**src/hw/rtl/fda_pkg.sv**
```systemverilog
// fda_pkg: shared types and constants for the fixed-point to decimal ASCII converter.
// Used by fda_front, fda_queue, fda_back and fixed_to_decimal_ascii_top.
`timescale 1ns / 1ps
`default_nettype none
package fda_pkg;

  localparam int INT_DIGITS = 10;
  localparam int INT_W      = 31;
  localparam int FRAC_W     = 32;

  localparam logic [5:0]  CHAR_ZERO   = 6'd48;
  localparam logic [5:0]  CHAR_POINT  = 6'd46;
  localparam logic [3:0]  MAX_FRAC    = 4'd9;
  localparam logic [3:0]  FRAC_RESET  = 4'd6;
  // floor(x / 10) == (x * DIV10_MAGIC) >> DIV10_SHIFT for any 32-bit x
  localparam logic [31:0] DIV10_MAGIC = 32'hCCCC_CCCD;
  localparam int          DIV10_SHIFT = 35;

  typedef logic [3:0] digit_t;
  // index 0 holds the most significant digit once conversion ends
  typedef digit_t [INT_DIGITS-1:0] digit_vec_t;

  typedef struct packed {
    digit_vec_t          digits;
    logic [3:0]          int_count;
    logic [FRAC_W-1:0]   frac;
    logic [3:0]          frac_count;
  } fda_entry_t;

  typedef struct packed {
    logic full;
    logic empty;
  } fda_qstat_t;

  typedef enum logic [1:0] {
    FS_IDLE,
    FS_CONV,
    FS_PUSH
  } front_state_t;

  typedef enum logic [1:0] {
    BS_IDLE,
    BS_INT,
    BS_POINT,
    BS_FRAC
  } back_state_t;

endpackage
`default_nettype wire

```
**src/hw/rtl/fda_back.sv**
```systemverilog
// fda_back: emits the decimal text of one queued word, one character per cycle,
// producing fraction digits by repeated multiply by ten. Depends on fda_pkg.
`timescale 1ns / 1ps
`default_nettype none
module fda_back (
  input  wire logic                 clk,
  input  wire logic                 rst_n,
  input  wire fda_pkg::fda_entry_t  head,
  input  wire fda_pkg::fda_qstat_t  qstat,
  output logic                      pop,
  output logic                      out_strobe,
  output logic [5:0]                out_char_code,
  output logic                      out_last
);
  import fda_pkg::*;

  back_state_t         state_r, state_nxt;
  digit_vec_t          dig_r;
  logic [3:0]          ileft_r;
  logic [FRAC_W-1:0]   frac_r;
  logic [3:0]          fcount_r;
  logic [3:0]          fleft_r;
  logic [FRAC_W+3:0]   frac_x10;

  logic                emit;
  logic [5:0]          code;
  logic                is_last;
  logic                out_strobe_r;
  logic [5:0]          out_char_code_r;
  logic                out_last_r;

  assign frac_x10 = ({4'd0, frac_r} << 3) + ({4'd0, frac_r} << 1);

  always_comb begin
    state_nxt = state_r;
    unique case (state_r)
      BS_IDLE:  if (!qstat.empty) state_nxt = BS_INT;
      BS_INT: begin
        if (ileft_r == 4'd1) state_nxt = (fcount_r != 4'd0) ? BS_POINT : BS_IDLE;
      end
      BS_POINT: state_nxt = BS_FRAC;
      BS_FRAC:  if (fleft_r == 4'd1) state_nxt = BS_IDLE;
      default:  state_nxt = BS_IDLE;
    endcase
  end

  always_comb begin
    pop     = 1'b0;
    emit    = 1'b0;
    code    = CHAR_ZERO;
    is_last = 1'b0;
    unique case (state_r)
      BS_IDLE: pop = !qstat.empty;
      BS_INT: begin
        emit    = 1'b1;
        code    = CHAR_ZERO + {2'b00, dig_r[0]};
        is_last = (ileft_r == 4'd1) && (fcount_r == 4'd0);
      end
      BS_POINT: begin
        emit = 1'b1;
        code = CHAR_POINT;
      end
      BS_FRAC: begin
        emit    = 1'b1;
        code    = CHAR_ZERO + {2'b00, frac_x10[FRAC_W+3:FRAC_W]};
        is_last = (fleft_r == 4'd1);
      end
      default: ;
    endcase
  end

  always_ff @(posedge clk) begin
    if (!rst_n) begin
      state_r      <= BS_IDLE;
      out_strobe_r <= 1'b0;
    end else begin
      state_r      <= state_nxt;
      out_strobe_r <= emit;
    end
  end

  always_ff @(posedge clk) begin
    out_char_code_r <= code;
    out_last_r      <= is_last;
    if (pop) begin
      dig_r    <= head.digits;
      ileft_r  <= head.int_count;
      frac_r   <= head.frac;
      fcount_r <= head.frac_count;
      fleft_r  <= head.frac_count;
    end else if (state_r == BS_INT) begin
      // advance to the next lower integer digit
      dig_r   <= {4'd0, dig_r[INT_DIGITS-1:1]};
      ileft_r <= ileft_r - 4'd1;
    end else if (state_r == BS_FRAC) begin
      frac_r  <= frac_x10[FRAC_W-1:0];
      fleft_r <= fleft_r - 4'd1;
    end
  end

  assign out_strobe    = out_strobe_r;
  assign out_char_code = out_char_code_r;
  assign out_last      = out_last_r;

  a_pop_starts_int: assert property (@(posedge clk) disable iff (!rst_n)
    pop |=> state_r == BS_INT)
    else $error("popped word did not start integer emission");

  a_int_has_digits: assert property (@(posedge clk) disable iff (!rst_n)
    state_r == BS_INT |-> ileft_r != 4'd0)
    else $error("integer emission with no digits left");

  a_gap_after_last: assert property (@(posedge clk) disable iff (!rst_n)
    out_strobe_r && out_last_r |=> !out_strobe_r)
    else $error("character emitted straight after the last one");

endmodule
`default_nettype wire

```
**config.mk**
```make
export PLATFORM = sky130hd
export DESIGN_NAME = fda_back
export DESIGN_NICKNAME = d
export VERILOG_FILES = /design/src/hw/rtl/fda_pkg.sv /design/src/hw/rtl/fda_back.sv
export SDC_FILE = /design/constraint.sdc
export NUM_CORES = 1
export LEC_CHECK = 0
export BUFFER_PORTS_ARGS = -buffer_cell sky130_fd_sc_hd__buf_2
export CORE_UTILIZATION = 45
export DETAILED_ROUTE_END_ITERATION = 8
export PLACE_DENSITY = 0.66
export SYNTH_ARGS = -nofsm -noshare
export SYNTH_HDL_FRONTEND = slang
export SYNTH_SLANG_ARGS = --single-unit
```
**constraint.sdc**
```tcl
create_clock -name clk -period 7.55 [get_ports clk]
set_input_delay 0.755 -clock clk [delete_from_list [all_inputs] [get_ports clk]]
set_output_delay 0.755 -clock clk [all_outputs]
set_load 0.01 [all_outputs]
```
### After elaboration in Yosys (flattened, before gate mapping)

Index checks and enable logic that the tools add are counted.

| operators by class | value |
|---|---|
| bitwise operators | 0 |
| order comparisons | 0 |
| $mul | 0 |
| divide/modulo/power cells | 0 |
| mux-type cells | 19 |
| $add $sub $neg | 5 |
| reduce and logical (&&, ||, !) cells | 10 |
| shift operators | 0 |
| eq/ne operators | 9 |

Operator list:

| kind | count |
|---|---|
| 32-bit two-way mux | 3 |
| 40-bit two-way mux | 2 |
| 35-bit by 33-bit adder with 36-bit output | 1 |
| 4-bit two-way mux | 5 |
| 6-bit case mux with 3 select lines | 1 |
| 5-bit by 5-bit adder with 6-bit output (first input constant) | 2 |
| 4-bit by 1-bit equality test with 1-bit output (second input constant) | 2 |
| 2-bit two-way mux | 4 |
| 2-bit inequality test (second input constant) | 4 |
| 2-bit case mux with 4 select lines | 1 |
| 4-bit by 1-bit subtractor with 4-bit output (second input constant) | 2 |
| 2-bit equality test (second input constant) | 2 |
| 4-bit zero test | 1 |
| 2-bit nonzero test | 2 |
| 4-bit nonzero test | 1 |
| 3-bit AND reduction | 1 |
| 3-bit OR reduction | 1 |
| 2-bit by 1-bit equality test with 1-bit output (second input constant) | 1 |
| 2-bit zero test | 1 |
| 1-bit two-way mux | 2 |
| 1-bit case mux with 2 select lines | 1 |
| 2-bit AND reduction | 1 |
| 1-bit logical AND | 1 |
| 1-bit zero test | 1 |

| storage, ports and cells | value |
|---|---|
| latch bits | 0 |
| memory bits (writable) | 0 |
| flip-flop bits (word level) | 94 |
| input port bits | 84 |
| ROM bits | 0 |
| memories | 0 |
| output and inout bits | 9 |

### Depth between registers and ports, before layout

| logic depth | value |
|---|---|
| depth after elaboration | 4 |
| gate-level depth with buffers | 11 |
| mapped depth without buffers | 11 |

### Worst setup path after synthesis

No wires, ideal clock.

| timing | value |
|---|---|
| path type | in2reg |
| start point | input qstat[0] (netlist name) |
| end point | register dig_r[0] (netlist name), enable pin |
| stages on the path | 1 |
| buffers on the path | 0 |
| path slack | 4158 ps |
| arrival time | 2932 ps |
| data required time | 7090 ps |
| cell sequence | a21oi_1 |

| on the way | value |
|---|---|
| longest elaborated chain between the ends | 3 |

RTL lines:

| item | RTL line | RTL |
|---|---|---|
| start: declaration | fda_back.sv:9 | `input wire fda_pkg::fda_qstat_t qstat,` |
| 1-bit zero test | fda_back.sv:53 | `BS_IDLE: pop = !qstat.empty;` |
| 1-bit two-way mux | fda_back.sv:52 | `unique case (state_r)` |
| 2-bit nonzero test (no source line) | n/a |  |
| end signal: assignment | fda_back.sv:86 | `dig_r <= head.digits;` |
| end signal: assignment | fda_back.sv:93 | `dig_r <= {4'd0, dig_r[INT_DIGITS-1:1]};` |
| end: declaration | fda_back.sv:18 | `digit_vec_t dig_r;` |

No other way between the ends.
A chain may end at the register's enable or synchronous reset.

==> results.cfg <==
[sta]
fin_skew_ns = 0.006017
max_slew.worst_pin.slew_ns = 0.7408
finalSetupTns_ns = 0
slew_headroom_pct = 50.62
setup_violations = 0
timing.final.max_slew_violations = 0
fmax_mhz = 293.4
period_share_pct = 45.15
finalHoldViolCount = 0
fin_crit_ns = 3.409
grt_setup_unrepaired = false

[route]
vias = 4283
final_antenna_net_count = 0
first_pass_iters = 5
routed_wl_um = 11350
drt-vias-per-instance = 5.281
drt_iter0_drc = 206
routedWlPerCell_um = 13.99
drc_errors = 0

[setup_path]
crit_chain = or3_2 > buf_4 > inv_2 > buf_2
worst-setup-path-type = flip-flop to output port
worstPathArrival_ns = 2.65
end_kind = output port
slowest_stage = dfxtp_1
r2r-end = frac_r[26]
worst-r2r-setup-slack_ns = 4.54
required_ns = 6.80
critical_path.max_fanout = 54
r2r_cells = 6
slowest_delay_ns = 0.74
start_kind = flip-flop
crit_path_end = pop

[power]
peakVddDrop_mv = 0.1303
p_leak_uw = 0.002756
p_per_area_mw_per_mm2 = 354.4
totalPowerFinal_uw = 2245

[cells_and_area]
fillers = 1127
nNetsFinal = 778
antennaDiodeCount = 0
area_growth_syn_to_layout_pct = 14.54
drive_gt1_share_pct = 19.88

[clocking]
htreeDepth = 3
clock-sinks = 93
cts_buffers = 9
worst_skew_pair.late_latency_ns = 0.35
cts_hold_buffers = 0
cts-root-buf = clkbuf_16
cts_resized = 0
postCtsSetupBuffers = 0
cts.path.max_buffers = 2
path_clk_slew_ns = 0.07
cts_tree = done

[floorplan]
dieWidth_um = 112.9
core_mm2 = 0.01201
dieArea_mm2 = 0.01274
initial_core_util_pct = 46.05
die_height_um = 112.9
ios = 93
fp-row-count = 40

[global_routing]
antenna_found_initial = 0
grt_max_degree = 68
track_usage_pct = 18.46
grt_pass1_wl_um = 18570
grt_pass1_vias = 4078
gr-total-overflow = 0

[yosys]
synth_ff_type = edfxtp_1
synth-seq-area-share_pct = 48.86
netlist_area_mm2 = 0.005532
synthCells = 580
synthArstFlopShare_pct = 0
avgSynthCellArea_um2 = 9.537
synth_cell_types = 59
synth-edff-count = 84
ys_ff_latch = 93
postSynthNetCount = 699
ys.warnings.count = 0

[place]
port_buffers = 90
place.detailed.hpwl_um = 7910
gp_congestion = 0.8480

[worst_hold_path]
worstHoldPathType = flip-flop to flip-flop

[outcome]
status = finished, final reports clean

[job]
cap_violations = 0
Yosys cell counts (all sizes together), types with 2 or more instances:
cell | n | area [um^2]
nand2 | 157 | 589.3
edfxtp | 84 | 2522
a21oi | 67 | 346.6
nor2 | 39 | 146.4
ha | 34 | 425.4
o21ai | 28 | 143.9
xnor2 | 21 | 183.9
clkbuf | 18 | 77.57
xor2 | 13 | 113.9
a21o | 11 | 85.08
inv | 11 | 41.29
nand3 | 10 | 50.05
dfxtp | 9 | 180.2
a31oi | 8 | 56.30
buf | 7 | 62.56
nand4 | 7 | 43.79
o21bai | 7 | 52.55
and2 | 6 | 40.04
nor3 | 6 | 30.03
and3 | 4 | 28.78
nor2b | 4 | 25.02
a31o | 2 | 17.52
o211ai | 2 | 20.02
o31ai | 2 | 25.02
or2 | 2 | 12.51
logic make-up (layout without fill, tap and decap cells):
kind of cell	Yosys count	after routing	synth area share, %
other	1	1	0.06779
xor gates and xnor gates	34	34	5.383
AOI/OAI and AO/OA	139	139	15.77
DFF	93	93	48.86
adders and majority gates	35	35	8.053
buffers and inverters	37	121	3.461
and+or+nand+nor	241	241	18.41
worst max-delay path: cells and delay by family, from the launching register on:
family | cells | cell delay [ns]
simple gates | 1 | 0.74
flops | 1 | 0.74
buf+inv | 3 | 0.79
cell type report:
class / instances / area [um^2] / share of cell area, %
Sequential cell: 93 / 2703 / 42.65
Multi-Input combinational cell: 450 / 2650 / 41.82
Timing Repair Buffer: 94 / 480.5 / 7.583
Clock buffer: 12 / 246.5 / 3.890
Inverter: 11 / 41.29 / 0.6517
Tap cell: 147 / 183.9 / 2.903
Clock inverter: 4 / 31.28 / 0.4937
worst min-delay path by stage:
stage                     slack (ns)  cells past startpoint      start                to
final                           0.51                      2  dig_r[37]         dig_r[33]
after floorplan                 0.48                      2   dig_r[0]  out_char_code[0]
after detailed placement        0.50                      2  dig_r[29]         dig_r[25]
after global routing            0.54                      2  dig_r[26]         dig_r[22]
after CTS                       0.51                      2  dig_r[29]         dig_r[25]
after global placement          0.49                      2  dig_r[16]         dig_r[12]
per-layer routing:
layer  routed length, um  vias to the layer above  GRT usage [%]  part of all wire [%]
li1                    -                     2218              -                     -
met1                5372                     1967          24.48                    47
met2                5348                       83          29.92                    47
met3                 408                       15          3.160                   3.6
met4                 215                        0          8.070                   1.9
met5                   0                        -              0                     0
metrics by stage:
step / setup slack [ns] / cell area, um^2 / util (%) / hold slack, ns / cells
4_1_cts: 4.111 / 6336 / 52.75 / 0.5144 / 811
3_3_place_gp: 4.338 / 6058 / 50.44 / 0.4933 / 795
5_1_grt: 3.959 / 6336 / 52.75 / 0.5384 / 811
2_1_floorplan: 4.158 / 5532 / - / 0.4846 / 580
6_report: 4.141 / 6336 / 52.75 / 0.5133 / 811
3_5_place_dp: 4.272 / 6058 / 50.44 / 0.4966 / 795
registers in the layout, summed over array words and instances (netlist names), named ones only:
name and cells:
fcount_r 4, frac_r 32, out_char_code 5, out_last 1
state_r 1, ileft_r 4, out_strobe 1, dig_r 40
fleft_r 4
report_power, final:
group	switching, uW	internal [uW]	leakage (uW)
logic	596	443	0.00171
clock network	197	234	0.000137
registers	58.2	717	0.000906
total	851	1390	0.00276
cells in the final DEF (no fill, tap or decap), drive strengths merged, types with 7 or more instances in the layout:
master	count
nand3	10
dfxtp	9
clkbuf	12
o21bai	7
a21oi	67
o21ai	28
edfxtp	84
nor2	39
xnor2	21
nand4	7
ha	34
a31oi	8
nand2	157
buf	94
inv	12
xor2	13
a21o	11
No activity file was read; power rests on OpenSTA's default activity.
