--- src/hw/rtl/fda_pkg.sv ---
// fda_pkg: shared types and constants for the fixed-point to decimal ASCII converter.
// Used by fda_front, fda_queue, fda_back and fixed_to_decimal_ascii_top.
`timescale 1ns / 1ps
`default_nettype none
package fda_pkg;

  localparam int INT_DIGITS = 10;
  localparam int INT_W      = 31;
  localparam int FRAC_W     = 32;

  localparam logic [5:0]  CHAR_ZERO   = 6'd48;
  localparam logic [5:0]  CHAR_POINT  = 6'd46;
  localparam logic [3:0]  MAX_FRAC    = 4'd9;
  localparam logic [3:0]  FRAC_RESET  = 4'd6;
  // floor(x / 10) == (x * DIV10_MAGIC) >> DIV10_SHIFT for any 32-bit x
  localparam logic [31:0] DIV10_MAGIC = 32'hCCCC_CCCD;
  localparam int          DIV10_SHIFT = 35;

  typedef logic [3:0] digit_t;
  // index 0 holds the most significant digit once conversion ends
  typedef digit_t [INT_DIGITS-1:0] digit_vec_t;

  typedef struct packed {
    digit_vec_t          digits;
    logic [3:0]          int_count;
    logic [FRAC_W-1:0]   frac;
    logic [3:0]          frac_count;
  } fda_entry_t;

  typedef struct packed {
    logic full;
    logic empty;
  } fda_qstat_t;

  typedef enum logic [1:0] {
    FS_IDLE,
    FS_CONV,
    FS_PUSH
  } front_state_t;

  typedef enum logic [1:0] {
    BS_IDLE,
    BS_INT,
    BS_POINT,
    BS_FRAC
  } back_state_t;

endpackage
`default_nettype wire

--- src/hw/rtl/fda_queue.sv ---
// fda_queue: short word queue between the converter front and the emitter back.
// Depends on fda_pkg.
`timescale 1ns / 1ps
`default_nettype none
module fda_queue #(
  parameter int DEPTH = 2
) (
  input  wire logic                 clk,
  input  wire logic                 rst_n,
  input  wire logic                 push,
  input  wire fda_pkg::fda_entry_t  push_entry,
  input  wire logic                 pop,
  output fda_pkg::fda_entry_t       head,
  output fda_pkg::fda_qstat_t       qstat
);
  import fda_pkg::*;

  localparam int PTR_W = $clog2(DEPTH);
  localparam int CNT_W = $clog2(DEPTH + 1);

  fda_entry_t         mem_r [DEPTH];
  logic [PTR_W-1:0]   wr_ptr_r, wr_ptr_nxt;
  logic [PTR_W-1:0]   rd_ptr_r, rd_ptr_nxt;
  logic [CNT_W-1:0]   count_r, count_nxt;
  logic               do_push, do_pop;

  assign qstat.full  = (count_r == CNT_W'(DEPTH));
  assign qstat.empty = (count_r == '0);
  assign do_push     = push && !qstat.full;
  assign do_pop      = pop && !qstat.empty;
  assign head        = mem_r[rd_ptr_r];

  always_comb begin
    wr_ptr_nxt = wr_ptr_r;
    rd_ptr_nxt = rd_ptr_r;
    count_nxt  = count_r;
    if (do_push) begin
      wr_ptr_nxt = (wr_ptr_r == PTR_W'(DEPTH - 1)) ? '0 : wr_ptr_r + 1'b1;
    end
    if (do_pop) begin
      rd_ptr_nxt = (rd_ptr_r == PTR_W'(DEPTH - 1)) ? '0 : rd_ptr_r + 1'b1;
    end
    case ({do_push, do_pop})
      2'b10:   count_nxt = count_r + 1'b1;
      2'b01:   count_nxt = count_r - 1'b1;
      default: count_nxt = count_r;
    endcase
  end

  always_ff @(posedge clk) begin
    if (!rst_n) begin
      wr_ptr_r <= '0;
      rd_ptr_r <= '0;
      count_r  <= '0;
    end else begin
      wr_ptr_r <= wr_ptr_nxt;
      rd_ptr_r <= rd_ptr_nxt;
      count_r  <= count_nxt;
    end
  end

  always_ff @(posedge clk) begin
    if (do_push) begin
      mem_r[wr_ptr_r] <= push_entry;
    end
  end

  a_no_overflow: assert property (@(posedge clk) disable iff (!rst_n)
    push |-> !qstat.full)
    else $error("word pushed into a full queue");

  a_count_bounded: assert property (@(posedge clk) disable iff (!rst_n)
    count_r <= CNT_W'(DEPTH))
    else $error("queue count beyond depth");

endmodule
`default_nettype wire

--- config.mk ---
export PLATFORM = sky130hd
export DESIGN_NAME = fda_queue
export DESIGN_NICKNAME = d
export VERILOG_FILES = /design/src/hw/rtl/fda_pkg.sv /design/src/hw/rtl/fda_queue.sv
export SDC_FILE = /design/constraint.sdc
export NUM_CORES = 1
export LEC_CHECK = 0
export BUFFER_PORTS_ARGS = -buffer_cell sky130_fd_sc_hd__buf_2
export CAP_MARGIN = 20
export CELL_PAD_IN_SITES_DETAIL_PLACEMENT = 0
export CELL_PAD_IN_SITES_GLOBAL_PLACEMENT = 1
export CORE_MARGIN = 2
export CORE_UTILIZATION = 47
export DETAILED_ROUTE_END_ITERATION = 10
export GPL_TIMING_DRIVEN = 1
export PLACE_DENSITY_LB_ADDON = 0.1
export SYNTH_ARGS = -nofsm -noshare
export SYNTH_HDL_FRONTEND = slang
export SYNTH_SLANG_ARGS = --single-unit
--- constraint.sdc ---
create_clock -name clk -period 7.1 [get_ports clk]
set_clock_uncertainty 0.05 [all_clocks]
set_input_delay 0.71 -clock clk [delete_from_list [all_inputs] [get_ports clk]]
set_output_delay 0.71 -clock clk [all_outputs]
set_load 0.05 [all_outputs]
# After elaboration in Yosys (flattened, before gate mapping)
# Memories as Yosys holds them, arrays and structs flattened. A register that Yosys moved wholly into a read port is not among the register bits.
# Cells that the tools add are included.
# word_totals
reg_bits	4
mem_bits_rw	160
out_inout_bits	82
wordCells	24
mem_count	1
# op_classes
n_addsub	4
eq_ne	3
n_mux	7
reduce_logical	6
# memory_table
name	words	word_bits	rd	rd_ports_with_merged_regs	write_ports	line_no	text
mem_r	2	80	1	1	1	fda_queue.sv:21	fda_entry_t mem_r [DEPTH];
# ops
cell	count
$mux W1	6
$eq A2 B2 Y1 const B	2
$pmux W2 S2	1
$add A1 B1 Y1 const B	2
$add A2 B1 Y2 const B	1
$eq A2 B1 Y1 const B	1
$logic_and A1 B1 Y1	2
$logic_not A1 Y1	2
$logic_not A2 Y1	1
$reduce_bool A2 Y1	1
$sub A2 B1 Y2 const B	1

# Longest topological paths before layout
# Gate-level depths: netlist of the first run.
# depth
depth_word	5
mapped_depth	6

# Least setup slack after synthesis of the first run
# OpenSTA, ideal clock, no wires.
# synth_timing
kind	input to register
from	in push
to	mem mem_r[0][0] in the netlist's numbering, enable pin
t_arrival_ps	2663
required_ps	6616
path_slack_ps	3953
cell_stages	3
path_buffers	0
cell_sequence	inv_1 -> or3_1 -> inv_1
# synth_via
elab_chain_len	3
# synth_rtl
item	line_no	text
start: declaration	fda_queue.sv:10	input wire logic push,
$logic_and A1 B1 Y1	fda_queue.sv:29	assign do_push = push && !qstat.full;
$mux W1	fda_queue.sv:63	if (do_push) begin
$mux W1 (implied by the code)	fda_queue.sv:64	mem_r[wr_ptr_r] <= push_entry;
end: declaration	fda_queue.sv:21	
# No other way between the ends.

==> metrics.md, run 1 <==
| Metric | Value |
|---|---|
| Synth warnings | `0` |
| Syn Area/Cell | `21.8 um2` |
| CTS Buf Count | `17` |
| WL final | `10.4 mm` |
| Critical path class | `flop to output port` |
| Die W | `117 um` |
| Initial antenna violation count | `0` |
| Largest net degree at the start of global routing | `81` |
| Instance count on the critical path | `3` |
| Clk_lat worst skew | `0.41 ns` |
| Max_slew headroom | `0.275` |
| Initial core utilization | `0.478` |
| # resized after CTS | `0` |
| Max incr delay on CP | `0.54 ns` |
| Crit path max-delay cell type | `dfxtp_4` |
| H-tree levels | `4` |
| Antenna Cells | `0` |
| Most frequent cells in the layout | `buf_2, edfxtp_1, mux2_2, clkbuf_16, clkbuf_1` |
| Worst slew pin tran | `1.09 ns` |
| Final HPWL DP | `6.46 mm` |
| Sink Count | `165` |
| Drt initial violations | `177` |
| Final period utilization | `0.377` |
| Status | `finished, final reports clean` |
| Top-level I/O count | `166` |
| CTS tree | `built` |
| # hold bufs at CTS | `0` |
| Final Max Slew Viols | `0` |
| Chip height | `117 um` |
| Rows | `41` |
| Drt first pass iters | `4` |
| Post-route setup TNS | `0 ns` |
| Clock slew at reported path FFs | `0.06 ns` |
| Post-route ant nets | `0` |
| Wirelength per Cell | `16.4 um` |
| Commonest non-fill, non-tap cell in the layout | `buf_2` |
| Leak Pwr | `2.83 nW` |
| RSZ-0062 raised after global routing | `false` |
| Post-synth cell types | `19` |
| Crit path max-delay family | `buffers and inverters` |
| Worst Path Buf+Inv | `2` |
| Hold Fails Final Rpt | `0` |
| Routability cong. | `0.688` |
| Crit-path max FO | `61` |
| CP endpoint kind | `output port` |
| Synthesized area | `5990 um2` |
| Yosys reg bits | `165` |
| Vias per cell | `4.81` |
| Crit path arrival time | `1.92 ns` |
| Post-Synthesis Cells | `275` |
| Worst path cell trace | `buf_16 -> mux2_2 -> buf_2` |
| Placed Cells incl. Taps | `605` |
| Worst IR Drop VDD | `0.288 mV` |
| Max-cap violation count | `0` |
| Minimum clock period | `2.68 ns` |
| # DRC | `0` |
| Clock buffer depth | `2` |
| Power Density | `434 nW/um2` |
| CP Launch Type | `flop` |
| Hold path cells | `1` |
| Nets@finish | `538` |
| Die outline area | `13700 um2` |
| R2R depth | `5` |
| Root Driver | `clkbuf_16` |
| Share of cells above drive strength 1 | `0.591` |
| Number of global-route vias before repair | `3073` |
| PortBufs | `165` |
| Post-Syn Nets | `360` |
| Area grow syn2layout | `26.7%` |
| Vias | `3060` |
| Post-route insts no fill | `636` |
| GRT Overall Usage | `0.157` |
| Final setup viols | `0` |
| Critical Path RT | `6.34 ns` |
| Seq/Total Area, Yosys | `0.819` |
| Hold/Removal Path Class | `input port to flop` |
| Post-CTS Setup Bufs | `0` |
| Max Fclk | `374 MHz` |
| First-pass GRT wire length | `15.2 mm` |
| GR Overflow Total | `0` |
| Std-Cell Core Area | `12500 um2` |
-- where the power goes --
group	total (mW)	internal, mW	switching, mW	leakage, nW
Combinational	1.17	0.329	0.845	1.03
Sequential	1.28	1.23	0.0508	1.54
Clock	0.833	0.507	0.326	0.258
-- final cells by class --
| type | count | area [um2] |
|---|---|---|
| Clock buffer | 22 | 444 |
| Clock inverter | 8 | 85.1 |
| Fill cell | 984 | 4930 |
| Inverter | 3 | 12.5 |
| Multi-Input combinational cell | 98 | 1030 |
| Sequential cell | 165 | 4910 |
| Tap cell | 172 | 215 |
| Timing Repair Buffer | 168 | 888 |
-- flip-flops by register name, indices dropped and copies added, names as in the netlist, named ones only --
| name | count |
|---|---|
| mem_r | 160 |
| count_r | 2 |
| rd_ptr_r | 1 |
| wr_ptr_r | 1 |
-- Yosys cell counts (all sizes together) --
| cell | count | area, um2 |
|---|---|---|
| a21boi | 2 | 15.0 |
| and2 | 1 | 6.26 |
| and3 | 1 | 6.26 |
| buf | 8 | 40.0 |
| clkbuf | 1 | 3.75 |
| dfxtp | 5 | 100 |
| edfxtp | 160 | 4800 |
| ha | 1 | 12.5 |
| inv | 3 | 11.3 |
| mux2 | 80 | 901 |
| nand2 | 1 | 3.75 |
| nand2b | 1 | 8.76 |
| nor2 | 1 | 3.75 |
| nor2b | 2 | 12.5 |
| o21a | 1 | 7.51 |
| o21ai | 2 | 10.0 |
| or3 | 2 | 12.5 |
| xnor2 | 3 | 26.3 |
-- cells by family after synthesis --
logic type               after synthesis  share of synthesized area
adder cells (fa/ha/maj)                1                    0.00209
buffers and inverters                 12                    0.00920
AND/OR/NAND/NOR                        9                    0.00899
multiplexers                          80                      0.151
AO/OA/AOI/OAI                          5                    0.00543
flip-flops                           165                      0.819
XOR/XNOR                               3                    0.00439
-- final timing paths --
path | from | end | slack [ns]
setup / recovery | flop | head[20] | 4.42
hold / removal | push_entry[59] | mem_r[1][59]$_DFFE_PP_ | 0.43
setup reg to reg | count_r[0]$_SDFFE_PN0P_ | mem_r[0][37]$_DFFE_PP_ | 4.78
hold reg to reg | wr_ptr_r$_SDFFE_PN0P_ | wr_ptr_r$_SDFFE_PN0P_ | 0.48
-- stage by stage --
step                setup WS, ns  power [mW]  instance area (um2)   util  hold slack (ns)
floorplan                   3.95        2.23                 5990      -            0.407
global placement            4.50        2.47                 7000  0.559            0.422
detailed placement          4.48        2.48                 7030  0.561            0.476
CTS                         4.11        3.32                 7560  0.604            0.407
global route                4.34        3.43                 7580  0.606            0.413
finish                      4.42        3.29                 7580  0.606            0.430
-- metal layers --
metal	wire length, um	global-route usage
met1	4210	0.174
met2	5220	0.258
met3	762	0.0659
met4	230	0.0839
met5	0	0
Note: power is estimated with default switching activity, not from simulation.
==> run 2: changes to the inputs <==
Settings changed: CORE_UTILIZATION 47 to 44.
Clock period 7.1 ns to 2.8 ns, I/O delays scaled along.
==> run 2 against run 1 <==
Net effect:
- core utilization rose by 3.2 points
- sequential cell count unchanged
- clock power rose to 2.6 times the previous value
- combinational power rose to 2.6 times the previous value
- setup slack got worse by 4.0 ns
- total power rose to 2.6 times the previous value
- critical path depth stayed put
- register-to-register slack worse by 4.0 ns
- non-clock buffer count grew 84
- sequential power rose to 2.6 times the previous value
- count of clock-buffer cells in the layout down 2
- largest cell class unchanged
==> metrics.md, run 2 (same netlist as run 1, synthesis figures left out) <==
| Metric | Value |
|---|---|
| Status | `finished, final reports clean` |
| Crit path arrival time | `2.02 ns (+0.10 ns)` |
| CP endpoint kind | `output port` |
| Die outline area | `14600 um2 (+6.6%)` |
| CTS Buf Count | `17 (unchanged)` |
| Vias per cell | `4.62 (-4.1%)` |
| Clock slew at reported path FFs | `0.06 ns (about the same)` |
| Area grow syn2layout | `41.2%` |
| CP Launch Type | `flop` |
| PortBufs | `165 (unchanged)` |
| GR Overflow Total | `0 (unchanged)` |
| Clk_lat worst skew | `0.42 ns (about the same)` |
| Root Driver | `clkbuf_16` |
| Met2 GRT Util | `0.267 (+0.00950)` |
| Top-level I/O count | `166 (unchanged)` |
| Met3 usage | `0.0585 (-0.00742)` |
| Met1 Usage GRT | `0.177 (+0.00252)` |
| Max Fclk | `426 MHz` |
| Rows | `42 (+2.4%)` |
| Initial antenna violation count | `0 (unchanged)` |
| Std-Cell Core Area | `13200 um2 (+5.8%)` |
| Routability cong. | `0.696 (+1.2%)` |
| HP Start | `rst_n` |
| Initial core utilization | `0.452 (-0.0262)` |
| Commonest non-fill, non-tap cell in the layout | `buf_2` |
| First-pass GRT wire length | `16.7 mm (+9.7%)` |
| Drt initial violations | `138 (-22%)` |
| WL final | `10.9 mm (+5.0%)` |
| Minimum clock period | `2.35 ns` |
| Worst reg2reg startpoint | `count_r[0]$_SDFFE_PN0P_` |
| H-tree levels | `4 (unchanged)` |
| Clock buffer depth | `2 (unchanged)` |
| Grt peak-use layer | `met2` |
| Final period utilization | `0.839` |
| Crit-path max FO | `35 (-43%)` |
| Setup slack of the most critical reg-to-reg path | `0.77 ns (-4.01 ns)` |
| Sink Count | `165 (unchanged)` |
| Vias | `3346 (+9.3%)` |
| RSZ-0062 raised after global routing | `false` |
| GRT Overall Usage | `0.156 (-0.000457)` |
| Biggest register | `mem_r` |
| Setup ws final | `0.451 ns (-3.97 ns)` |
| Critical Path RT | `2.47 ns (-3.87 ns)` |
| CTS tree | `built` |
| Post-route setup TNS | `0 ns (unchanged)` |
| Most frequent cells in the layout | `buf_2, edfxtp_1, mux2_2, dlygate4sd3_1, clkbuf_16` |
| Hold path cells | `2 (+1)` |
| Hold/Removal Path Class | `input port to flop` |
| Share of cells above drive strength 1 | `0.517 (-0.0732)` |
| Drt first pass iters | `6 (+2)` |
| Leak Pwr | `3.18 nW (+13%)` |
| Chip height | `121 um (+3.2%)` |
| Final HPWL DP | `6.78 mm (+4.8%)` |
| Final setup viols | `0 (unchanged)` |
| Post-CTS Setup Bufs | `0 (unchanged)` |
| Total of fill cells in the finished design | `1023 (+4.0%)` |
| Max-cap violation count | `0 (unchanged)` |
| Max_slew headroom | `0.664 (+0.388)` |
| Final Max Slew Viols | `0 (unchanged)` |
| R2R depth | `5 (unchanged)` |
| Largest regs | `mem_r (160), count_r (2)` |
| Max reg flops | `160 (unchanged)` |
| Post-route ant nets | `0 (unchanged)` |
| # hold bufs at CTS | `79 (+79)` |
| Largest net degree at the start of global routing | `36 (-56%)` |
| Worst IR Drop VDD | `0.495 mV (+72%)` |
| # DRC | `0 (unchanged)` |
| Worst slew pin tran | `0.504 ns (-0.583 ns)` |
| Wirelength per Cell | `15.1 um (-7.9%)` |
| Nets@finish | `622 (+16%)` |
| Number of global-route vias before repair | `3468 (+13%)` |
| # resized after CTS | `0 (unchanged)` |
| Power Density | `1010 nW/um2 (+130%)` |
| Pre-CTS WS | `0.737 ns (-3.74 ns)` |
| RR Endpoint | `mem_r[0][54]$_DFFE_PP_` |
| Critical path class | `flop to output port` |
| Hold Fails Final Rpt | `0 (unchanged)` |
| Antenna Cells | `0 (unchanged)` |
| Die W | `121 um (+3.2%)` |
==> run 2: routing by layer <==
| metal | vias to the layer above | part of all wire |
|---|---|---|
| met5 | - | 0 |
| met4 | 0 | 0.012 |
| met2 | 103 | 0.52 |
| met1 | 1621 | 0.41 |
| li1 | 1611 | - |
| met3 | 11 | 0.059 |
==> run 2: worst max-delay path, cell delays in order, from the launching register on <==
cell	delay (ns)
dfxtp_4	0.67
buf_4	0.34
mux2_2	0.37
buf_2	0.21
==> run 2: report_power, final <==
part / leakage (nW) / internal, mW / switching (mW) / total (mW)
clock: 0.263 / 1.29 / 0.854 / 2.15
combinational: 1.38 / 0.938 / 2.13 / 3.07
sequential: 1.54 / 3.12 / 0.160 / 3.28
==> run 2: worst max path at each step <==
| stage | startpoint | end | slack [ns] | cells after the start |
|---|---|---|---|---|
| detailed placement | count_r[0]$_SDFFE_PN0P_ | mem_r[0][20]$_DFFE_PP_ | 0.74 | 5 |
| finish | flop | head[67] | 0.45 | 3 |
| global placement | count_r[0]$_SDFFE_PN0P_ | mem_r[0][20]$_DFFE_PP_ | 0.77 | 5 |
| global route | flop | head[67] | 0.32 | 3 |
| floorplan | count_r[0]$_SDFFE_PN0P_ | mem_r[0][0]$_DFFE_PP_ | 0.26 | 4 |
| CTS | flop | head[67] | 0.39 | 3 |
==> run 2: per-stage QoR <==
step           area (um2)  total power [mW]  hold WS [ns]   util  instances
2_1_floorplan        5990              5.65         0.329      -        275
6_report             8450              8.50        0.0998  0.638        725
3_5_place_dp         7100              6.35         0.421  0.536        614
3_3_place_gp         7100              6.33         0.418  0.536        614
5_1_grt              8450              8.85        0.0973  0.638        725
4_1_cts              8440              8.60      0.000387  0.637        724
==> run 2: final cells by class <==
type / count / area, um2 / share of cell area
Inverter: 3 / 15.0 / 0.00178
Clock buffer: 20 / 437 / 0.0517
Sequential cell: 165 / 4910 / 0.581
Tap cell: 176 / 220 / 0.0261
Timing Repair Buffer: 252 / 1730 / 0.205
Multi-Input combinational cell: 98 / 1030 / 0.122
Clock inverter: 11 / 111 / 0.0132
==> run 3: changes to the inputs <==
Clock period 2.8 ns to 2.3 ns, I/O delays scaled along.
==> run 3 against run 2 <==
Net effect:
- final cell count increased by 0.14%
- total power grew 26%
- count of clock-buffer cells in the layout decreased by 2
- setup slack got worse by 0.17 ns
- via count grew 0.45%
- critical path type unchanged
- largest cell class unchanged
- largest power group unchanged
==> metrics.md, run 3 (same netlist as run 1, synthesis figures left out) <==
| Metric | Value |
|---|---|
| Die outline area | `14600 um2 (unchanged)` |
| Drt first pass iters | `4 (-2)` |
| Internal power | `6.85 mW (+28%)` |
| Hold/Removal Path Class | `input port to flop` |
| Initial core utilization | `0.452 (unchanged)` |
| Pre-CTS WS | `0.633 ns (-0.104 ns)` |
| Max Fclk | `494 MHz` |
| CP endpoint kind | `output port` |
| Nets@finish | `622 (unchanged)` |
| Number of global-route vias before repair | `3614 (+4.2%)` |
| Sw Ratio | `0.360 (-0.0104)` |
| Vias | `3361 (+0.45%)` |
| Antenna Cells | `0 (unchanged)` |
| Hold path cells | `2 (unchanged)` |
| Post-route setup TNS | `0 ns (unchanged)` |
| Biggest register | `mem_r` |
| WL final | `11.3 mm (+3.2%)` |
| Die W | `121 um (unchanged)` |
| DP Area | `7120 um2 (+0.26%)` |
| Post-route insts no fill | `726 (+0.14%)` |
| Clock power frac | `0.274 (+0.021)` |
| CTS Buf Count | `17 (unchanged)` |
| RSZ-0062 raised after global routing | `false` |
| Placed Cells incl. Taps | `614 (unchanged)` |
| CTS tree | `built` |
| Crit path arrival time | `1.74 ns (-0.28 ns)` |
| Area grow syn2layout | `42.7%` |
| Most frequent cells in the layout | `buf_2, edfxtp_1, mux2_2, dlygate4sd3_1, clkbuf_16` |
| Drt initial violations | `222 (+61%)` |
| Max-cap violation count | `0 (unchanged)` |
| Largest net degree at the start of global routing | `53 (+47%)` |
| Largest regs | `mem_r (160), count_r (2)` |
| Combinational power share | `0.361 (about the same)` |
| Final design utilization | `0.645 (+0.00671)` |
| Worst Path Buf+Inv | `2 (unchanged)` |
| Chip height | `121 um (unchanged)` |
| GR Overflow Total | `0 (unchanged)` |
| Final period utilization | `0.880` |
| Worst slew pin tran | `0.394 ns (-0.110 ns)` |
| Max_slew headroom | `0.737 (+0.0737)` |
| Crit path max-delay family | `buffers and inverters` |
| Share of cells above drive strength 1 | `0.518 (+0.000878)` |
| Setup ws final | `0.276 ns (-0.175 ns)` |
| Worst IR Drop VDD | `0.769 mV (+55%)` |
| Register cell area after layout | `4910 um2 (about the same)` |
| Std-Cell Core Area | `13200 um2 (unchanged)` |
| First-pass GRT wire length | `17.5 mm (+4.8%)` |
| Rows | `42 (unchanged)` |
| GRT Overall Usage | `0.161 (+0.00445)` |
| Worst path cell trace | `buf_4 -> mux2_2 -> buf_2` |
| Clk_lat worst skew | `0.41 ns (about the same)` |
| Multi-input gate area | `1040 um2 (+0.97%)` |
| NetSw | `3.85 mW (+22%)` |
| Vias per cell | `4.63 (+0.31%)` |
| Sink Count | `165 (unchanged)` |
| Leak Pwr | `3.23 nW (+1.5%)` |
| Instance count on the critical path | `3 (unchanged)` |
| Crit-path max FO | `28 (-20%)` |
| Fin area | `8540 um2 (+1.1%)` |
| Hold Fails Final Rpt | `0 (unchanged)` |
| Top-level I/O count | `166 (unchanged)` |
| # resized after CTS | `0 (unchanged)` |
| Clock buffer depth | `2 (unchanged)` |
| Wirelength per Cell | `15.6 um (+3.0%)` |
| Final setup viols | `0 (unchanged)` |
| H-tree levels | `4 (unchanged)` |
| Critical path class | `flop to output port` |
| CP Launch Type | `flop` |
| Minimum clock period | `2.02 ns` |
| Clock slew at reported path FFs | `0.06 ns (about the same)` |
| Status | `finished, final reports clean` |
| Flop pwr share | `0.365 (-0.021)` |
| Root Driver | `clkbuf_16` |
| Power Density | `1250 nW/um2 (+25%)` |
| PortBufs | `165 (unchanged)` |
| Crit path max-delay cell type | `mux2_2` |
| Max incr delay on CP | `0.40 ns (-0.27 ns)` |
| Critical Path RT | `2.02 ns (-0.45 ns)` |
| Total of fill cells in the finished design | `988 (-3.4%)` |
| Total power | `10.7 mW (+26%)` |
| R2R depth | `5 (unchanged)` |
| # DRC | `0 (unchanged)` |
| Final HPWL DP | `6.99 mm (+3.1%)` |
| Initial antenna violation count | `0 (unchanged)` |
| Post-route ant nets | `0 (unchanged)` |
| Routability cong. | `0.730 (+4.9%)` |
| Final Max Slew Viols | `0 (unchanged)` |
| Max reg flops | `160 (unchanged)` |
| Final hold slack | `0.0407 ns (-0.0590 ns)` |
| Commonest non-fill, non-tap cell in the layout | `buf_2` |
-- run 3: cell count changes in the layout (fill, tap and decap cells not counted), sizes merged --
cell / before / now
clkbuf: 20 / 18
clkinv: 6 / 9
bufinv: 2 / 5
clkinvlp: 4 / 1
-- run 3: power by group through the flow --
stage / combinational, mW / clock (mW) / sequential (mW)
3_5_place_dp: 3.80 / 0 / 3.97
4_1_cts: 3.92 / 2.99 / 3.91
5_1_grt: 4.06 / 3.13 / 3.95
6_report: 3.86 / 2.93 / 3.91
2_1_floorplan: 2.96 / 0 / 3.95
3_3_place_gp: 3.79 / 0 / 3.95
-- run 3: final cells by class --
cell class / count / share of cell area
inverter: 3 / 0.00264
clock inverter: 14 / 0.0221
tap: 176 / 0.0258
sequential: 165 / 0.575
clock buffer: 18 / 0.0502
multi-input combinational: 98 / 0.122
timing repair buffer: 252 / 0.202
-- run 3: routing by layer --
metal,part of all wire,vias up,global-route usage
li1,-,1617,-
met1,0.39,1623,0.173
met2,0.53,104,0.285
met3,0.067,17,0.0557
met4,0.020,0,0.0719
met5,0,-,0
-- run 3: worst paths after layout --
path,start,endpoint,slack (ns)
setup / recovery,flop,head[73],0.28
hold / removal,rst_n,count_r[0]$_SDFFE_PN0P_,0.04
setup reg to reg,count_r[0]$_SDFFE_PN0P_,mem_r[0][16]$_DFFE_PP_,0.63
hold reg to reg,wr_ptr_r$_SDFFE_PN0P_,wr_ptr_r$_SDFFE_PN0P_,0.45
-- run 3: timing repair --
action | CTS | global route
setup buffers | 0 | 0
endpoints found under the hold margin | 160 | 0
hold buffers | 80 | 0
